File: src/hw/rtl/ethernet_mac_register_block_core_assert.svh
// Assertion macros for the MAC register block.
// EMRB_ASSERT_SAME: consequent checked in the same cycle as the antecedent.
// EMRB_ASSERT_NEXT: consequent checked in the cycle after the antecedent.
`ifndef ETHERNET_MAC_REGISTER_BLOCK_CORE_ASSERT_SVH
`define ETHERNET_MAC_REGISTER_BLOCK_CORE_ASSERT_SVH
`ifndef SYNTHESIS
`define EMRB_ASSERT_SAME(label, clk, rst_n, ante, cons, msg) \
    label: assert property (@(posedge clk) disable iff (!rst_n) (ante) |-> (cons)) \
        else $error(msg);
`define EMRB_ASSERT_NEXT(label, clk, rst_n, ante, cons, msg) \
    label: assert property (@(posedge clk) disable iff (!rst_n) (ante) |=> (cons)) \
        else $error(msg);
`else
`define EMRB_ASSERT_SAME(label, clk, rst_n, ante, cons, msg)
`define EMRB_ASSERT_NEXT(label, clk, rst_n, ante, cons, msg)
`endif
`endif

File: src/hw/rtl/emrb_ram.sv
`timescale 1ns / 1ps
`default_nettype none

// simple dual-port RAM, registered read
module emrb_ram #(
    parameter  int WIDTH = 32,
    parameter  int DEPTH = 32,
    localparam int AW    = (DEPTH > 1) ? $clog2(DEPTH) : 1
) (
    input  wire logic             i_clk,
    input  wire logic             i_we,
    input  wire logic [AW-1:0]    i_waddr,
    input  wire logic [WIDTH-1:0] i_wdata,
    input  wire logic             i_re,
    input  wire logic [AW-1:0]    i_raddr,
    output logic      [WIDTH-1:0] o_rdata
);
    logic [WIDTH-1:0] r_mem [DEPTH];
    logic [WIDTH-1:0] r_rdata;

    always_ff @(posedge i_clk) begin
        if (i_we) begin
            r_mem[i_waddr] <= i_wdata;
        end
        if (i_re) begin
            r_rdata <= r_mem[i_raddr];
        end
    end

    assign o_rdata = r_rdata;
endmodule

`default_nettype wire

File: config.mk
export PLATFORM = sky130hd
export DESIGN_NAME = emrb_ram
export DESIGN_NICKNAME = d
export VERILOG_FILES = /design/src/hw/rtl/ethernet_mac_register_block_core_assert.svh /design/src/hw/rtl/emrb_ram.sv
export SDC_FILE = /design/constraint.sdc
export NUM_CORES = 1
export LEC_CHECK = 0
export BUFFER_PORTS_ARGS = -buffer_cell sky130_fd_sc_hd__buf_2
export CAP_MARGIN = 0
export CORE_MARGIN = 4
export CORE_UTILIZATION = 28
export CTS_BUF_LIST = sky130_fd_sc_hd__clkbuf_4 sky130_fd_sc_hd__clkbuf_8
export DETAILED_ROUTE_END_ITERATION = 8
export SLEW_MARGIN = 5
export SYNTH_ARGS = -nofsm -noshare
export SYNTH_HDL_FRONTEND = slang
export SYNTH_SLANG_ARGS = --single-unit
File: constraint.sdc
create_clock -name i_clk -period 3.1 [get_ports i_clk]
set_clock_uncertainty 0.1 [all_clocks]
set_input_delay 0.155 -clock i_clk [delete_from_list [all_inputs] [get_ports i_clk]]
set_output_delay 0.155 -clock i_clk [all_outputs]
set_load 0.01 [all_outputs]
======== Word-level counts from Yosys, hierarchy flattened ========
Memories as Yosys holds them, arrays and structs flattened. A register that Yosys moved wholly into a read port is not among the register bits.
Index checks and enable logic that the tools add are counted.
word-level totals
  memories kept ........................... 1
  flip-flop bits (word level) ............. 0
  bits in writable memories ............... 1024
  word-level logic and storage cells ...... 3
memories
  memory  words  bits a word  rd ports  clocked after memory_dff  wr ports  RTL line        text
  r_mem   32     32           1         1                         1         emrb_ram.sv:18  logic [WIDTH-1:0] r_mem [DEPTH];
operators by class
  muxes and demuxes ....................... 2
operator list
  cell     count
  $mux W1  2

======== Logic depth before layout (Yosys ltp) ========
Gate-level depths: netlist of run 1.
  depth in word-level cells ............... 2
  gate-level depth with buffers ........... 8

======== Worst setup path after synthesis of run 1 ========
Ideal clock, no wire load.
  path type ............................... input to register
  from .................................... input i_waddr[1]
  to ...................................... memory r_mem[12][0] (enable)
  data arrival time ....................... 2.168 ns
  path buffers ............................ 1
  slack ................................... 0.411 ns
  required time ........................... 2.579 ns
  stages on the path ...................... 3
  cell sequence ........................... or3b_2 -> clkbuf_1 -> nor2_1
RTL lines
  what             RTL line        text
  start, declared  emrb_ram.sv:12  input wire logic [AW-1:0] i_waddr,
  end, declared    emrb_ram.sv:18
Straight into the memory's write port.

==> impl_metrics.yaml, run 1 <==
status:
  status: "complete, no violations"
placement:
  dpl-instance-area_sq_mm: 0.0444
  place_inst: 4224
  hpwl_microns: 60400
  port_buffers: 76
  gp_congestion: 0.733
  pre_cts_ws_ns: 0.816
final_layout:
  fin_cells: 4568
  filler_cell_count: 13634
  drive_above_1_share_pct: 18.1
  stdcell_area_sq_mm: 0.0480
  areaGrowthSynthToFinish_pct: 17.7
  nNetsFinal: 2577
worst_setup_path:
  critPathMostFrequentCell: "dlygate4sd3_1"
  crit_required_ns: 3.54
  ff2ff_path_depth: 5
  startpoint_type: "primary input"
  critical_path_class: "primary input to flip-flop"
  endpoint_kind: "flip-flop"
  cp_max_fo: 23
  reg2reg_slack_ns: 1.56
  cp_top_family: "buffers and inverters"
  slowest_stage: "dlygate4sd3_1"
  cp-startpoint: "i_raddr[1]"
  slowest_delay_ns: 0.77
  path_buf_inv: 5
  worst_ep_arrival_time_ns: 3.06
  r2r-end: "o_rdata[3]"
  rr_startpoint: "r_mem[0][3]"
  crit_cells: 10
  crit_end: "o_rdata[7]"
  path_cells: "dlygate4sd3_1, buf_2, nor2_4, dlygate4sd3_1, buf_12, buf_4, a22o_1, nor3_1, a31oi_1, nand3_1"
cts:
  cts_sinks: 1056
  cts-resized-gates: 0
  cts_inserted_buffers: 168
  tritoncts: "built"
  clock_latency_ns: 0.83
  htreeDepth: 4
  clk_pin_slew_ns: 0.06
  cts_buffer_depth: 3
  postCtsHoldBufs: 41
  cts_setup_buffers: 0
  cts_root_buffer: "clkbuf_8"
min_path:
  worst_hold_path_type: "primary input to flip-flop"
power_and_ir_drop:
  ir_drop_v: 0.000318
  p_leak_uw: 0.0165
  power_uw: 28900
  pwr_density_cell_mw_per_mm2: 603
sta:
  finalCriticalPeriod_ns: 2.62
  rsz0062_at_grt: "no"
  finalHoldViolCount: 0
  report.final.slew_viol_count: 0
  fin_tns_setup_ns: 0
  clock.fmax_mhz: 382
  min_period_over_period_pct: 84.4
  finalSetupViolCount: 0
  slew_headroom_pct: 39.7
  tightest_slew_ns: 0.903
  worst_slack_ns: 0.484
global_route:
  busiest_layer: "met2"
  antenna_found_initial: 15
  grt_pass1_wl_microns: 154000
  grt_pass1_vias: 22101
  met1_usage_pct: 17.9
  grt_use_met3_pct: 2.83
  grt_usage_pct: 13.9
  grt_max_degree: 61
  grtUsageMet2_pct: 23.5
  grt-ovfl-total: 0
floorplan:
  fp.dieH_microns: 390
  coreArea_sq_mm: 0.144
  io_pins: 77
  dieArea_sq_mm: 0.152
  fp.dieW_microns: 390
  rows: 139
  start_util_pct: 28.3
synthesis:
  synthCells: 2260
  synth_cell_types: 24
  syn_nets: 2305
  avgSynthCellArea_sq_um: 18.1
  ys.warnings.count: 0
  netlist_area_sq_mm: 0.0408
  ys_ff_latch: 1056
  synth_seq_area_share_pct: 77.7
route:
  vias: 21676
  drtAntennaViolNets: 0
  wl_per_cell_microns: 23.6
  drtIter0Drc: 1967
  wl_microns: 108000
  dr.pass1.iters: 5
  drc: 0
  via_per_inst: 4.75
job:
  drv_cap: 0
-- final cells by class --
class | count | area, sq um | area share (%)
Clock buffer | 227 | 2760 | 5.75
Antenna cell | 9 | 22.5 | 0.0469
Clock inverter | 67 | 444 | 0.925
Multi-Input combinational cell | 1077 | 8610 | 17.9
Timing Repair Buffer | 229 | 2110 | 4.39
Tap cell | 1903 | 2380 | 4.96
Sequential cell | 1056 | 31700 | 66.0
-- cells in the final DEF, fill, tap and decap left out, types with 6 or more instances in the layout --
cell	n
a21oi_1	96
a22o_1	64
a22oi_1	96
a31oi_1	32
buf_12	37
buf_2	74
buf_4	76
clkbuf_4	58
clkbuf_8	169
clkinv_1	45
clkinv_2	6
diode_2	9
dlygate4sd3_1	41
edfxtp_1	1056
mux2i_1	512
nand2_1	97
nand3_1	98
nor2_4	33
nor3_1	32
-- layer usage --
layer,routed length (microns),vias to the layer above
met3,6060,166
met2,53500,670
met1,45400,11224
met5,34,-
met4,2760,6
li1,-,9610
-- how the worst min path moves through the flow --
stage           startpoint          end  slack, ns  cells past startpoint
6_report        i_waddr[2]  r_mem[7][0]       0.12                      3
5_1_grt         i_waddr[2]  r_mem[7][0]       0.07                      3
4_1_cts         i_waddr[2]  r_mem[7][0]      0.006                      3
3_5_place_dp   o_rdata[29]  o_rdata[29]       0.48                      1
3_3_place_gp   o_rdata[29]  o_rdata[29]       0.48                      1
2_1_floorplan   i_wdata[0]  r_mem[0][0]       0.15                      0
-- worst min-delay path, stage by stage --
cell	delay, ns
buf_2	0.15
nand2_1	0.30
nor2_4	0.22
-- Yosys cell counts --
library cell  number  area (sq um)
nand3b_1           5          37.5
buf_1              5          18.8
edfxtp_1        1056         31700
nor2_1            34           128
clkbuf_1          46           173
mux2i_1          512          5120
a31oi_1           32           200
a21oi_1           96           480
and2_1             1          6.26
a22oi_1           96           721
buf_2             26           130
a22o_1            64           561
and2b_1            1          7.51
nand2b_1           2          12.5
nor3_1            32           160
buf_4             33           248
or3b_2             3          26.3
clkbuf_4           2          15.0
nand2_1           98           368
or2_2              1          6.26
buf_6             15           169
nor2b_1            1          6.26
nand3_1           98           490
or3_1              1          6.26
-- state kept, by name (all words and copies together) (netlist names) --
register,count
o_rdata,32
r_mem,1024
-- per-stage QoR --
step	hold slack (ns)	util (%)
2_1_floorplan	0.154	-
3_3_place_gp	0.483	30.8
3_5_place_dp	0.482	30.8
4_1_cts	0.00580	33.3
5_1_grt	0.0720	33.3
6_report	0.125	33.3
-- power breakdown --
group / internal (uW) / total (uW) / leakage (uW) / switching [uW]
registers: 15900 / 16000 / 0.00954 / 84.3
logic: 550 / 1570 / 0.00527 / 1020
clock network: 5930 / 11300 / 0.00169 / 5420
-- kinds of logic after synthesis --
group / after synthesis / share of synthesized area (%)
buf+inv: 127 / 1.85
compound gates: 288 / 4.81
flops: 1056 / 77.7
mux: 512 / 12.6
simple gates: 277 / 3.08
Power figures use the tool's default switching activity.
==> run 2: changes to the inputs <==
==> constraint.sdc (replaced) <==
create_clock -name i_clk -period 2.42 [get_ports i_clk]
set_clock_uncertainty 0.1 [all_clocks]
set_input_delay 0.121 -clock i_clk [delete_from_list [all_inputs] [get_ports i_clk]]
set_output_delay 0.121 -clock i_clk [all_outputs]
set_load 0.01 [all_outputs]
==> run 2 against run 1 <==
Compared with the run above:
- non-clock buffer count increased by 25
- global-route usage decreased by 0.36 points
- final cell count increased by 0.37%
- first-iteration DRC count decreased by 1.5%
- critical path type unchanged
==> impl_metrics.yaml, run 2 (synthesis results as in run 1) <==
status:
  status: "complete, no violations"
global_route:
  antenna_found_initial: 10
  grt_max_degree: 61
  grt_pass1_vias: 21712
  grt-ovfl-total: 0
  grt_pass1_wl_microns: 151000
  grt_usage_pct: 13.6
final_layout:
  areaGrowthSynthToFinish_pct: 18.5
  layout_common_cells: "1,056 x edfxtp_1, 512 x mux2i_1, 161 x clkbuf_8"
  final_common_cell: "edfxtp_1"
  drive_above_1_share_pct: 18.2
  regMostFlops: "r_mem"
  nNetsFinal: 2593
  stdcell_area_sq_mm: 0.0483
  largest_reg_flops: 1024
worst_setup_path:
  cp_max_fo: 8
  crit_required_ns: 2.87
  startpoint_type: "primary input"
  critical_path_class: "primary input to flip-flop"
  reg2reg_slack_ns: 0.84
  critPathMostFrequentCell: "dlygate4sd3_1"
  ff2ff_path_depth: 5
  r2r-end: "o_rdata[24]"
  worst_ep_arrival_time_ns: 2.87
  rr_startpoint: "r_mem[1][24]"
  path_buf_inv: 4
  slowest_stage: "dlygate4sd3_1"
  endpoint_kind: "flip-flop"
  slowest_delay_ns: 0.73
  path_cells: "dlygate4sd3_1, buf_2, or3b_2, dlygate4sd3_1, nor2_4, dlygate4sd3_1"
  cp_top_family: "buffers and inverters"
cts:
  htreeDepth: 4
  cts_buffer_depth: 3
  clock_latency_ns: 0.84
  cts_setup_buffers: 0
  cts_root_buffer: "clkbuf_8"
  cts_inserted_buffers: 159
  clk_pin_slew_ns: 0.06
  tritoncts: "built"
  cts-resized-gates: 0
  cts_sinks: 1056
sta:
  clock.fmax_mhz: 414
  rsz0062_at_grt: "no"
  min_period_over_period_pct: 99.8
  finalSetupViolCount: 0
  slew_headroom_pct: 56.6
  report.final.slew_viol_count: 0
  finalCriticalPeriod_ns: 2.41
  tightest_slew_ns: 0.651
  finalHoldViolCount: 0
  whs_ns: 0.115
  fin_tns_setup_ns: 0
route:
  vias: 21571
  wl_microns: 105000
  wl_per_cell_microns: 22.8
  via_per_inst: 4.70
  drtAntennaViolNets: 0
  dr.pass1.iters: 5
  drc: 0
  drtIter0Drc: 1937
floorplan:
  coreArea_sq_mm: 0.144
  fp.dieW_microns: 390
  rows: 139
  fp.dieH_microns: 390
  dieArea_sq_mm: 0.152
  start_util_pct: 28.3
  io_pins: 77
power_and_ir_drop:
  p_sw_share_pct: 22.5
  combinationalPowerShare_pct: 5.7
  pwr_density_cell_mw_per_mm2: 753
  clockPowerShare_pct: 37.9
  seqPwrFrac_pct: 56.4
  ir_drop_v: 0.000358
  p_sw_uw: 8200
  p_leak_uw: 0.0166
  intPower_uw: 28200
min_path:
  holdPathStages: 6
  worst_hold_path_type: "primary input to flip-flop"
  hp-start: "i_raddr[4]"
  min_to: "o_rdata[29]"
job:
  drv_cap: 0
placement:
  dpl-instance-area_sq_mm: 0.0448
  port_buffers: 76
  hpwl_microns: 59000
  gp_congestion: 0.760
run 2: changes by cell type in the layout (fill, tap and decap cells not counted), moves of 2 or more:
cell           delta
inv_12            -5
clkbuf_4         -10
clkinvlp_4        +3
clkinv_2          +7
inv_6             +2
buf_12           +24
buf_4             -7
clkinv_1          +4
clkinv_8          -2
dlygate4sd3_1     +6
clkbuf_8          -8
inv_8             +4
run 2: power by group through the flow:
| stage | Combinational (uW) | Clock [uW] | Sequential (uW) |
|---|---|---|---|
| finish | 2080 | 13800 | 20500 |
| global route | 2230 | 15100 | 20500 |
| CTS | 2100 | 14200 | 20500 |
| detailed placement | 2020 | 0 | 20900 |
| global placement | 2000 | 0 | 20900 |
| floorplan | 1050 | 0 | 20900 |
run 2: how the worst max path moves through the flow:
stage / from / endpoint / slack [ns] / depth (start not counted)
5_1_grt: i_waddr[4] / r_mem[8][9] / 0.04 / 6
2_1_floorplan: i_waddr[1] / r_mem[12][0] / -0.24 / 3
3_3_place_gp: i_raddr[2] / o_rdata[22] / 0.19 / 7
4_1_cts: i_raddr[1] / o_rdata[9] / 0.08 / 10
6_report: i_waddr[4] / r_mem[8][10] / 0.006 / 6
3_5_place_dp: i_raddr[2] / o_rdata[22] / 0.17 / 7
run 2: per-stage QoR:
step | instances | utilization [%] | setup slack, ns | total power, uW
finish | 4585 | 33.5 | 0.00575 | 36400
global route | 4579 | 33.5 | 0.0396 | 37800
CTS | 4577 | 33.5 | 0.0776 | 36800
detailed placement | 4242 | 31.1 | 0.167 | 22900
global placement | 4242 | 31.1 | 0.195 | 22900
floorplan | 2260 | - | -0.235 | 21900
run 2: repair_timing:
action,4_1_cts,5_1_grt
endpoints found under the setup margin,0,3
hold buffers,48,0
hold endpoints to repair,1124,0
run 2: layout make-up:
type	count	area [sq um]
fillers	13637	95800
flip-flops and latches	1056	31700
multi-input cells	1077	8610
repair buffers	254	2630
clock buffers	209	2580
well taps	1903	2380
clock inverters	78	415
diodes	8	20.0
run 2: metal layers:
metal	vias up	global-route usage (%)	routed length [microns]
met4	6	4.73	3000
met5	-	0	45
met1	11096	17.4	44400
met3	191	2.76	5660
li1	9621	-	-
met2	657	22.8	51600
run 2: tightest hold or removal path: stages:
cell and delay (ns):
buf_2 0.15, nand2b_2 0.17, buf_12 0.21, a21oi_1 0.07, nand3_1 0.08, nand3_1 0.07
